### src/sv/b2b_pkg.sv
// Package for the BLAKE2b-512 hash core: payload types, IV, sigma table,
// sequencer states and the G half-step function. No dependencies.
package b2b_pkg;

  typedef struct packed {
    logic [63:0] message_word;
    logic [3:0]  byte_count;
    logic        last_word;
  } in_word_t;

  typedef struct packed {
    logic [63:0] digest_word;
    logic [2:0]  word_index;
    logic        digest_last;
  } out_word_t;

  typedef enum logic [2:0] {
    ST_IDLE, ST_INIT, ST_ROUND, ST_FOLD, ST_EMIT
  } state_e;

  localparam int unsigned NumRounds = 12;
  localparam logic [63:0] ParamWord = 64'h0000_0000_0101_0040;

  function automatic logic [63:0] iv_word(input logic [2:0] i);
    logic [63:0] v;
    case (i)
      3'd0: v = 64'h6a09e667f3bcc908;
      3'd1: v = 64'hbb67ae8584caa73b;
      3'd2: v = 64'h3c6ef372fe94f82b;
      3'd3: v = 64'ha54ff53a5f1d36f1;
      3'd4: v = 64'h510e527fade682d1;
      3'd5: v = 64'h9b05688c2b3e6c1f;
      3'd6: v = 64'h1f83d9abfb41bd6b;
      default: v = 64'h5be0cd19137e2179;
    endcase
    return v;
  endfunction

  // Message schedule: round r (0..11), slot s (0..15) -> buffer index.
  function automatic logic [3:0] sigma(input logic [3:0] r, input logic [3:0] s);
    logic [63:0] row;
    case (r)
      4'd0, 4'd10: row = 64'hfedcba9876543210;
      4'd1, 4'd11: row = 64'h357b20c16df984ae;
      4'd2:  row = 64'h491763eadf250c8b;
      4'd3:  row = 64'h8f04a562ebcd1397;
      4'd4:  row = 64'hd386cb1efa427509;
      4'd5:  row = 64'h91ef57d438b0a6c2;
      4'd6:  row = 64'hb8293670a4def15c;
      4'd7:  row = 64'ha2684f05931ce7bd;
      4'd8:  row = 64'h5a417d2c803b9ef6;
      default: row = 64'h0dc3e9bf5167482a;
    endcase
    return row[{s, 2'b00} +: 4];
  endfunction

  typedef struct packed {
    logic [63:0] a, b, c, d;
  } quad_t;

  // Half of G: one message word, rotations (r1, r2) = (32,24) or (16,63).
  function automatic quad_t g_half(input quad_t q, input logic [63:0] m,
                                   input logic second);
    quad_t o;
    logic [63:0] t;
    o.a = q.a + q.b + m;
    t = q.d ^ o.a;
    o.d = second ? {t[15:0], t[63:16]} : {t[31:0], t[63:32]};
    o.c = q.c + o.d;
    t = q.b ^ o.c;
    o.b = second ? {t[62:0], t[63]} : {t[23:0], t[63:24]};
    return o;
  endfunction

endpackage

### src/sv/b2b_round_unit.sv
// Shared G unit of the BLAKE2b core: applies one half of G to a column
// or diagonal of the work vector. Depends on b2b_pkg.
module b2b_round_unit (
  input  b2b_pkg::quad_t     q_i,
  input  logic [63:0]        m_i,
  input  logic               second_i,
  output b2b_pkg::quad_t     q_o
);
  import b2b_pkg::*;
  assign q_o = g_half(q_i, m_i, second_i);
endmodule

### config.mk
export PLATFORM = sky130hd
export DESIGN_NAME = b2b_round_unit
export DESIGN_NICKNAME = d
export VERILOG_FILES = /design/src/sv/b2b_pkg.sv /design/src/sv/b2b_round_unit.sv
export SDC_FILE = /design/constraint.sdc
export NUM_CORES = 1
export LEC_CHECK = 0
export ABC_AREA = 1
export ABC_CLOCK_PERIOD_IN_PS = 7400
export BUFFER_PORTS_ARGS = -buffer_cell sky130_fd_sc_hd__buf_2
export CAP_MARGIN = 20
export CORE_AREA = 2 2 226 228
export DETAILED_ROUTE_END_ITERATION = 7
export DIE_AREA = 0 0 228 230
export GPL_TIMING_DRIVEN = 0
export PLACE_DENSITY_LB_ADDON = 0.3
export SKIP_LAST_GASP = 1
export SLEW_MARGIN = 0
export SYNTH_ARGS = -nofsm -noshare
export SYNTH_HDL_FRONTEND = slang
export SYNTH_SLANG_ARGS = --single-unit
### constraint.sdc
create_clock -name vclk -period 7.4
set_input_delay 0.74 -clock vclk [all_inputs]
set_output_delay 0.74 -clock vclk [all_outputs]
set_load 0.005 [all_outputs]
## Word-level counts from Yosys, hierarchy flattened

Index checks and enable logic that the tools add are counted.

| word-level totals | value |
|---|---|
| word-level logic and storage cells | 7 |
| register bits after elaboration | 0 |

| cells by class | value |
|---|---|
| bitwise gates (word level) | 2 |
| add/sub/neg operators | 3 |
| multiplexer cells | 2 |

Operators by type and width:

| kind | number |
|---|---|
| adder 64 bit | 3 |
| 2-to-1 mux 64 bit | 2 |
| bitwise XOR 64 bit | 2 |

## Logic depth before layout (Yosys ltp)

Gate-level depths: netlist (run 1).

| depth | value |
|---|---|
| depth after elaboration | 7 |
| mapped depth | 40 |
| gate-level depth less buffers | 40 |

## Worst setup path before layout (run 1)

OpenSTA, ideal clock, no wires.

| timing | value |
|---|---|
| path kind | input to output |
| from | in q_i[129] in the netlist's numbering |
| to | out q_o[144] in the netlist's numbering |
| cell stages on the path | 37 |
| buffers on the path | 0 |
| path slack | 1568 ps |
| arrival time | 5092 ps |
| cells stage by stage | inv_1 > fa_1 > inv_1 > ha_1 > inv_1 > fa_1 > inv_1 > nand3_1 > nand3_1 > nand2_1 > nand2_1 > nand2_1 > nand2_2 > a21oi_2 > o21ai_2 > xor2_2 > xnor2_1 > inv_1 > nand2_1 > o21ai_0 > fa_1 > nand2_1 > inv_1 > nand2_1 > nand2_1 > nand3_1 > nand2_1 > nand2_1 > nand2_1 > a21oi_2 > inv_1 > nand2_1 > nand2_2 > xor2_2 > xor2_1 > nand2_1 > nand2_1 |

RTL lines:

| what | line | source |
|---|---|---|
| start: declaration | b2b_round_unit.sv:4 | `input b2b_pkg::quad_t q_i,` |
| end: declaration | b2b_round_unit.sv:7 | `output b2b_pkg::quad_t q_o` |

==> impl_summary.txt, run 1 <==
----------------------------------------------------
[Place]
  Placed wire-length estimate after detailed placement ... 88100 microns
  Routability Congestion ... 1.07
  Post-place setup slack ... -471 ps
  I/O Buffers ... 577
  Placed Instance Area ... 17000 sq um

[Finish]
  Clock tree buffer count of the final layout ... 0
  Leading cell types in the layout, fill and taps excluded ... 588 x buf_2, 552 x nand2_1, 262 x inv_1
  Final #Nets ... 3347
  Leading cell type in the layout, fill and taps excluded ... buf_2
  Finished Core Util ... 0.362
  Post-synthesis to final-layout area growth ... 36.3%
  Fill count ... 5809
  Layout Cell Area excl Fill ... 18000 sq um
  Area taken by multi-input logic gates ... 13000 sq um
  Sequential cell count ... 0
  Share of cells above drive strength 1 ... 0.311
  Combined flip-flop and latch cell area ... 0 sq um

[Synthesis]
  Post-synthesis sequential area ratio ... 0
  Cell variety after synth ... 53
  Yosys top cell by area ... nand2_1
  Average footprint of a synthesized cell ... 5.91 sq um
  Yosys warning count ... 0
  Fraction of post-synthesis cell area in the top cell type by area ... 0.163
  Synthesized area ... 13200 sq um
  Syn_nets ... 2750
  Synth Instances ... 2239
  Top area cells in the synthesized netlist ... nand2_1 16%, ha_1 12%, fa_1 9.8%

[STA]
  Unrepaired setup endpoints after global routing ... true
  Final period demand of the worst path ... 7330 ps
  Endpoints failing hold ... 0
  Fin worst setup slack ... 70.1 ps
  Final period util ... 0.991
  Transition time of the tightest slew-check pin ... 1270 ps
  Hold slack ... 1870 ps
  Final-report setup violation count ... 0
  Worst slew slack as a fraction of its limit ... 0.145
  Max Slew Vio Count ... 0
  Timing-limited maximum frequency ... 136 MHz

[Die]
  Initial standard-cell utilization of the core ... 0.265
  Cell row count ... 82
  Area of the core region ... 49900 sq um
  Area of the die ... 52400 sq um
  Die width ... 228 microns
  I/O pin count ... 577
  Die height ... 230 microns

[Worst hold path]
  Destination of the worst hold path ... q_o[64]
  Hold Crit Depth ... 3
  Hold_sp ... q_i[64]
  Hold Crit Class ... in -> out

[Run]
  Max Cap Viol ... 0

[Worst setup path]
  Highest fanout seen on the critical path ... 5
  Slowest cell on crit path ... xor2_1
  Stage delay of the slowest cell on the critical path ... 490 ps
  CP startpoint kind ... input pin
  Crit path required time ... 6660 ps
  Critical path data arrival time ... 6590 ps
  Endpoint type of the worst setup path ... output pin
  Cell occurring most often along the worst timing path ... nand2_1
  Kind of critical path ... in -> out

[Route]
  Vias/cell ... 5.28
  TritonRoute pass-1 iters ... 6
  Detailed-route DRC error count ... 0
  Final wirelength ... 95400 microns
  DRT antenna net count ... 0
  Via count ... 18500
  Routed wire length per instance ... 27.2 microns
  Drt initial violations ... 1694

[Global route]
  Global Route Usage Sum ... 0.345
  Total congestion overflow after global routing ... 0
  Number of global-route vias before repair ... 17800
  Largest net degree at the start of global routing ... 11
  Antenna violations before repair ... 10
  First-pass GRT wire length ... 129000 microns

[Power]
  Total power after layout ... 6.68 mW
  Power per unit of standard cell area ... 371 nW/um^2
  Static leakage ... 9.19 nW
  IR Drop Worst-Case VDD ... 0.000122 V

[Outcome]
  Status ... finished, final reports clean

----------------------------------------------------
worst max-delay path, delay by kind of cell:
kind	cells	cell delay [ps]
AOI/OAI and AO/OA	7	1440
and+or+nand+nor	14	1820
xor gates and xnor gates	3	980
buffers and inverters	2	260
adders and majority gates	3	1320
area by class of cell:
cell class,instances,share of cell area
Multi-Input combinational cell,1932,0.720
Antenna cell,4,0.000555
Timing Repair Buffer,595,0.168
Tap cell,672,0.0466
Inverter,278,0.0579
Buffer,29,0.00680
worst max path at each step:
stage / startpoint / to / slack, ps / cells past startpoint
after floorplan: q_i[129] / q_o[144] / 1570 / 37
final: q_i[131] / q_o[187] / 70 / 29
after detailed placement: q_i[129] / q_o[151] / -470 / 28
after global routing: q_i[159] / q_o[172] / -9 / 27
after global placement: q_i[129] / q_o[174] / -500 / 35
after CTS: q_i[129] / q_o[172] / -80 / 35
cell families (layout without fill, tap and decap cells):
kind of cell,after synthesis,in the layout,synth area share
fa+ha+maj,190,190,0.217
xor+xnor,161,161,0.117
compound gates,434,434,0.190
simple gates,1147,1147,0.389
other cells,0,4,0
buf+inv,307,902,0.0882
routing by layer:
metal	global-route usage	vias up	wire length, microns
li1	-	8554	-
met4	0.132	6	5050
met1	0.433	8784	38000
met3	0.0694	187	9010
met5	0	-	34
met2	0.581	1014	43300
Yosys cell counts, types with 8 or more instances:
cell type and n:
nor4_2 8, nand2_1 575, xor2_1 94, o21ai_0 131, clkbuf_1 16, inv_2 16
nand3_1 218, o21ai_2 9, nand2_2 31, or2_1 19, xnor2_1 49, a21oi_2 9
nand3_2 11, ha_1 125, xor2_2 17, nand3b_1 22, o21bai_1 17, inv_1 262
nor3_1 17, nor2_1 186, nor4_1 8, a21o_1 29, a21oi_1 180, buf_2 11
fa_1 65, a31oi_1 9, or2_2 14, nor2_2 9, o21ai_1 19
power by group:
group	total [mW]	internal, mW	switching, mW
Combinational	6.68	2.14	4.54
Clock	0.0000000725	0.0000000725	0
Sequential	0	0	0
Total	6.68	2.14	4.54
metrics by stage:
stage / cells / setup TNS, ps
after floorplan: 2239 / 0
after global placement: 3488 / -9740
after detailed placement: 3491 / -8710
after CTS: 3491 / -115
after global routing: 3508 / -15.0
final: 3510 / 0
timing repair:
action | in CTS | in global routing
endpoints found under the hold margin | 0 | 0
gates cloned | 0 | 0
gates resized for setup | 45 | 160
hold buffers | 0 | 0
endpoints found under the setup margin | 51 | 70
pin swaps | 0 | 21
buffers inserted | 0 | 14
(Power assumes the default switching activity.)
==> run 2, diff against run 1 <==
==> constraint.sdc (replaced) <==
create_clock -name vclk -period 7.4
set_input_delay 0.74 -clock vclk [all_inputs]
set_output_delay 0.74 -clock vclk [all_outputs]
set_load 0.05 [all_outputs]
==> impl_summary.txt, run 2 (same netlist as run 1, synthesis figures left out) <==
----------------------------------------------------
[Global route]
  First-pass GRT wire length ... 130000 microns (was 129000 microns)
  Largest net degree at the start of global routing ... 11 (unchanged)
  Global Route Usage Sum ... 0.349 (was 0.345)
  Number of global-route vias before repair ... 17800 (about the same)
  Total congestion overflow after global routing ... 0 (unchanged)
  Antenna violations before repair ... 8 (was 10)

[Finish]
  Sequential cell count ... 0 (unchanged)
  Final #Nets ... 3350 (was 3347)
  Combined flip-flop and latch cell area ... 0 sq um (unchanged)
  Clock tree buffer count of the final layout ... 0 (unchanged)
  Share of cells above drive strength 1 ... 0.345 (was 0.311)
  Leading cell types in the layout, fill and taps excluded ... 545 x buf_2, 537 x nand2_1, 261 x inv_1 (was 588 x buf_2, 552 x nand2_1, 262 x inv_1)
  Leading cell type in the layout, fill and taps excluded ... buf_2 (unchanged)
  Layout Cell Area excl Fill ... 18700 sq um (was 18000 sq um)
  Post-synthesis to final-layout area growth ... 41.7% (was 36.3%)

[Route]
  Final wirelength ... 96500 microns (was 95400 microns)
  Drt initial violations ... 1636 (was 1694)
  Vias/cell ... 5.32 (was 5.28)
  Via count ... 18700 (was 18500)
  TritonRoute pass-1 iters ... 8 (was 6)
  DRT antenna net count ... 0 (unchanged)
  Routed wire length per instance ... 27.5 microns (was 27.2 microns)
  Detailed-route DRC error count ... 8 (was 0)

[Power]
  Total power after layout ... 9.92 mW (was 6.68 mW)
  Power per unit of standard cell area ... 529 nW/um^2 (was 371 nW/um^2)
  Static leakage ... 9.37 nW (was 9.19 nW)
  IR Drop Worst-Case VDD ... 0.000372 V (was 0.000122 V)

[Die]
  Initial standard-cell utilization of the core ... 0.265 (unchanged)
  Die height ... 230 microns (unchanged)
  Die width ... 228 microns (unchanged)
  Area of the core region ... 49900 sq um (unchanged)
  I/O pin count ... 577 (unchanged)
  Cell row count ... 82 (unchanged)
  Area of the die ... 52400 sq um (unchanged)

[Worst setup path]
  CP startpoint kind ... input pin (unchanged)
  Highest fanout seen on the critical path ... 5 (unchanged)
  Worst setup path startpoint ... q_i[169] (was q_i[131])
  Endpoint type of the worst setup path ... output pin (unchanged)
  Critical path data arrival time ... 6510 ps (was 6590 ps)
  Kind of critical path ... in -> out (unchanged)
  Crit path required time ... 6660 ps (about the same)

[STA]
  Timing-limited maximum frequency ... 138 MHz (was 136 MHz)
  Hold slack ... 1970 ps (was 1870 ps)
  Unrepaired setup endpoints after global routing ... true (unchanged)
  Worst slew slack as a fraction of its limit ... 0.239 (was 0.145)
  Final-report setup violation count ... 0 (unchanged)
  Max Slew Vio Count ... 0 (unchanged)
  Final period demand of the worst path ... 7250 ps (was 7330 ps)
  Transition time of the tightest slew-check pin ... 1130 ps (was 1270 ps)
  Endpoints failing hold ... 0 (unchanged)
  Final period util ... 0.980 (was 0.991)

[Place]
  Routability Congestion ... 1.06 (was 1.07)
  Placed Instance Area ... 17200 sq um (was 17000 sq um)
  Placed wire-length estimate after detailed placement ... 88500 microns (was 88100 microns)
  I/O Buffers ... 577 (unchanged)

[Worst hold path]
  Hold_sp ... q_i[176] (was q_i[64])
  Hold Crit Class ... in -> out (unchanged)

[Run]
  Max Cap Viol ... 0 (unchanged)

[Outcome]
  Failing checks ... DRC
  Status ... complete, but fails checks (was finished, final reports clean)

[Clock network]
  Number of buffers inserted by hold repair at cts ... 0 (unchanged)

----------------------------------------------------
## run 2: what timing repair did
item | CTS | global route
setup endpoints to repair | 63 | 90
gates resized for setup | 74 | 265
pin swaps | 4 | 28
buffers inserted | 3 | 17
## run 2: worst paths after layout
kind | to | slack [ps] | depth (start not counted)
max | q_o[130] | 150 | 25
min | q_o[152] | 1970 | 5
## run 2: through the flow
step | setup TNS, ps | instances | setup WS, ps | util
6_report | 0 | 3512 | 146 | 0.376
5_1_grt | -70.3 | 3511 | -28.9 | 0.376
2_1_floorplan | -13.7 | 2239 | -13.7 | -
3_3_place_gp | -12720 | 3488 | -544 | 0.345
3_5_place_dp | -10750 | 3489 | -477 | 0.345
4_1_cts | -19.9 | 3492 | -19.9 | 0.353
## run 2: where the power goes
group | switching [mW] | leakage [nW] | internal [mW]
combinational | 7.54 | 9.37 | 2.38
clock | 0 | 0.0000190 | 0.0000000543
sequential | 0 | 0 | 0
total | 7.54 | 9.37 | 2.38
## run 2: critical path: stages
cell	delay [ps]
buf_2	190
fa_1	580
ha_2	340
nand2_1	90
nand2_1	80
a31oi_1	220
o21ai_0	180
a21oi_1	200
nand3_2	220
a21o_1	230
or2_1	220
nand2_1	140
nand2_1	90
nand3_1	130
nand2_1	200
ha_2	460
nand2_1	190
nor2_1	220
nand2_1	120
o21ai_1	210
a21o_1	180
xor2_2	340
xnor2_1	200
o21ai_1	390
buf_2	350
## run 2: layer usage
metal / vias to the layer above / global-route usage / wire [microns]
met2: 1046 / 0.590 / 44300
met1: 8911 / 0.442 / 39100
met4: 10 / 0.116 / 4420
li1: 8554 / - / -
met5: - / 0 / 58
met3: 177 / 0.0734 / 8640
## run 2: final cells by class
cell class / count / area [sq um]
Antenna cell: 3 / 7.51
Buffer: 29 / 123
Fill cell: 5738 / 31100
Inverter: 278 / 1040
Multi-Input combinational cell: 1932 / 13500
Tap cell: 672 / 841
Timing Repair Buffer: 598 / 3190
==> run 3, diff against run 2 <==
--- a/config.mk
+++ b/config.mk
@@ -13,7 +13,7 @@
 export DETAILED_ROUTE_END_ITERATION = 7
 export DIE_AREA = 0 0 228 230
 export GPL_TIMING_DRIVEN = 0
-export PLACE_DENSITY_LB_ADDON = 0.3
+export PLACE_DENSITY_LB_ADDON = 0.15
 export SKIP_LAST_GASP = 1
 export SLEW_MARGIN = 0
 export SYNTH_ARGS = -nofsm -noshare
==> impl_summary.txt, run 3 (same netlist as run 1, synthesis figures left out) <==
----------------------------------------------------
[Outcome]
  Status ... finished, final reports clean (was complete, but fails checks)

[Clock network]
  Number of buffers inserted by hold repair at cts ... 0 (unchanged)

[Worst hold path]
  Hold Crit Depth ... 5 (unchanged)
  Hold Crit Class ... in -> out (unchanged)
  Destination of the worst hold path ... q_o[186] (was q_o[152])
  Hold_sp ... q_i[185] (was q_i[176])

[Die]
  Area of the core region ... 49900 sq um (unchanged)
  Initial standard-cell utilization of the core ... 0.265 (unchanged)
  Cell row count ... 82 (unchanged)
  Die width ... 228 microns (unchanged)
  Die height ... 230 microns (unchanged)
  Area of the die ... 52400 sq um (unchanged)
  I/O pin count ... 577 (unchanged)

[STA]
  Fin worst setup slack ... 66.2 ps (was 146 ps)
  Final period demand of the worst path ... 7330 ps (was 7250 ps)
  Unrepaired setup endpoints after global routing ... true (unchanged)
  Endpoints failing hold ... 0 (unchanged)
  Final period util ... 0.991 (was 0.980)
  Timing-limited maximum frequency ... 136 MHz (was 138 MHz)
  Final-report setup violation count ... 0 (unchanged)
  Transition time of the tightest slew-check pin ... 1070 ps (was 1130 ps)
  Max Slew Vio Count ... 0 (unchanged)
  Worst slew slack as a fraction of its limit ... 0.282 (was 0.239)

[Worst setup path]
  Stage delay of the slowest cell on the critical path ... 500 ps (was 580 ps)
  Worst setup path startpoint ... q_i[158] (was q_i[169])
  Kind of critical path ... in -> out (unchanged)
  Crit path required time ... 6660 ps (about the same)
  Highest fanout seen on the critical path ... 5 (unchanged)
  Endpoint type of the worst setup path ... output pin (unchanged)
  CP startpoint kind ... input pin (unchanged)
  Slowest cell on crit path ... fa_1 (unchanged)
  Critical path data arrival time ... 6590 ps (was 6510 ps)

[Finish]
  Fill count ... 5612 (was 5738)
  Clock tree buffer count of the final layout ... 0 (unchanged)
  Leading cell type in the layout, fill and taps excluded ... buf_2 (unchanged)
  Final #Nets ... 3369 (was 3350)
  Leading cell types in the layout, fill and taps excluded ... 534 x buf_2, 512 x nand2_1, 258 x inv_1 (was 545 x buf_2, 537 x nand2_1, 261 x inv_1)
  Share of cells above drive strength 1 ... 0.369 (was 0.345)
  Post-synthesis to final-layout area growth ... 47.3% (was 41.7%)
  Combined flip-flop and latch cell area ... 0 sq um (unchanged)
  Sequential cell count ... 0 (unchanged)

[Global route]
  Largest net degree at the start of global routing ... 11 (unchanged)
  Antenna violations before repair ... 8 (unchanged)
  Number of global-route vias before repair ... 18100 (was 17800)
  Total congestion overflow after global routing ... 0 (unchanged)
  Global Route Usage Sum ... 0.372 (was 0.349)
  First-pass GRT wire length ... 137000 microns (was 130000 microns)

[Route]
  Detailed-route DRC error count ... 0 (was 8)
  DRT antenna net count ... 0 (unchanged)
  Routed wire length per instance ... 29.0 microns (was 27.5 microns)
  Final wirelength ... 102000 microns (was 96500 microns)
  Vias/cell ... 5.27 (was 5.32)
  TritonRoute pass-1 iters ... 5 (was 8)
  Drt initial violations ... 1576 (was 1636)
  Via count ... 18600 (was 18700)

[Place]
  I/O Buffers ... 577 (unchanged)
  Routability Congestion ... 1.06 (about the same)
  Post-place setup slack ... -1090 ps (was -477 ps)
  Placed wire-length estimate after detailed placement ... 94800 microns (was 88500 microns)

[Run]
  Max Cap Viol ... 0 (unchanged)

----------------------------------------------------
==> run 3: cell count changes in the layout (fill, tap and decap cells not counted), moves of 7 or more <==
cell / change
nand3_1: -8
nand2_4: +9
a21oi_1: -7
nand2_1: -25
buf_4: +23
buf_6: +9
buf_2: -11
xor2_4: +12
nor2_1: -9
o21ai_0: -8
nand2_2: +16
o21ai_1: +7
xor2_2: -9
clkbuf_4: -8
==> run 3: stage by stage <==
step | utilization | std cells | hold WS (ps) | setup TNS, ps | area, sq um
2_1_floorplan | - | 2239 | 1770 | -13.7 | 13500
3_3_place_gp | 0.345 | 3488 | 2000 | -44970 | 17200
3_5_place_dp | 0.345 | 3492 | 2000 | -45810 | 17200
4_1_cts | 0.366 | 3506 | 1990 | -13.0 | 18200
5_1_grt | 0.390 | 3528 | 2010 | -547 | 19500
6_report | 0.391 | 3530 | 1980 | 0 | 19500
==> run 3: timing repair <==
action | in CTS | in global routing
pin swaps | 16 | 52
setup buffers | 14 | 22
resized for setup | 209 | 252
endpoints found under the setup margin | 98 | 93
==> run 3: worst max path at each step <==
stage | cells past startpoint | endpoint
6_report | 27 | q_o[149]
5_1_grt | 38 | q_o[181]
4_1_cts | 37 | q_o[167]
3_5_place_dp | 35 | q_o[144]
3_3_place_gp | 35 | q_o[144]
2_1_floorplan | 24 | q_o[190]
==> run 3: worst max-delay path: cells and delay by family <==
| kind | cells | cell delay [ps] |
|---|---|---|
| simple gates | 10 | 1570 |
| fa+ha+maj | 3 | 1370 |
| xor+xnor | 2 | 560 |
| compound gates | 8 | 1690 |
| buf+inv | 4 | 640 |
==> run 3: metal layers <==
metal / vias up / global-route usage / wire length (microns)
li1: 8597 / - / -
met1: 8962 / 0.469 / 41800
met2: 894 / 0.623 / 46900
met3: 157 / 0.0776 / 8380
met4: 8 / 0.144 / 5150
met5: - / 0 / 57
==> run 3: cell type report <==
| type | count | area, sq um | share of cell area |
|---|---|---|---|
| well taps | 672 | 841 | 0.0432 |
| multi-input cells | 1932 | 14000 | 0.719 |
| diodes | 2 | 5.00 | 0.000257 |
| repair buffers | 617 | 3460 | 0.177 |
| inverters | 278 | 1040 | 0.0536 |
| plain buffers | 29 | 123 | 0.00630 |
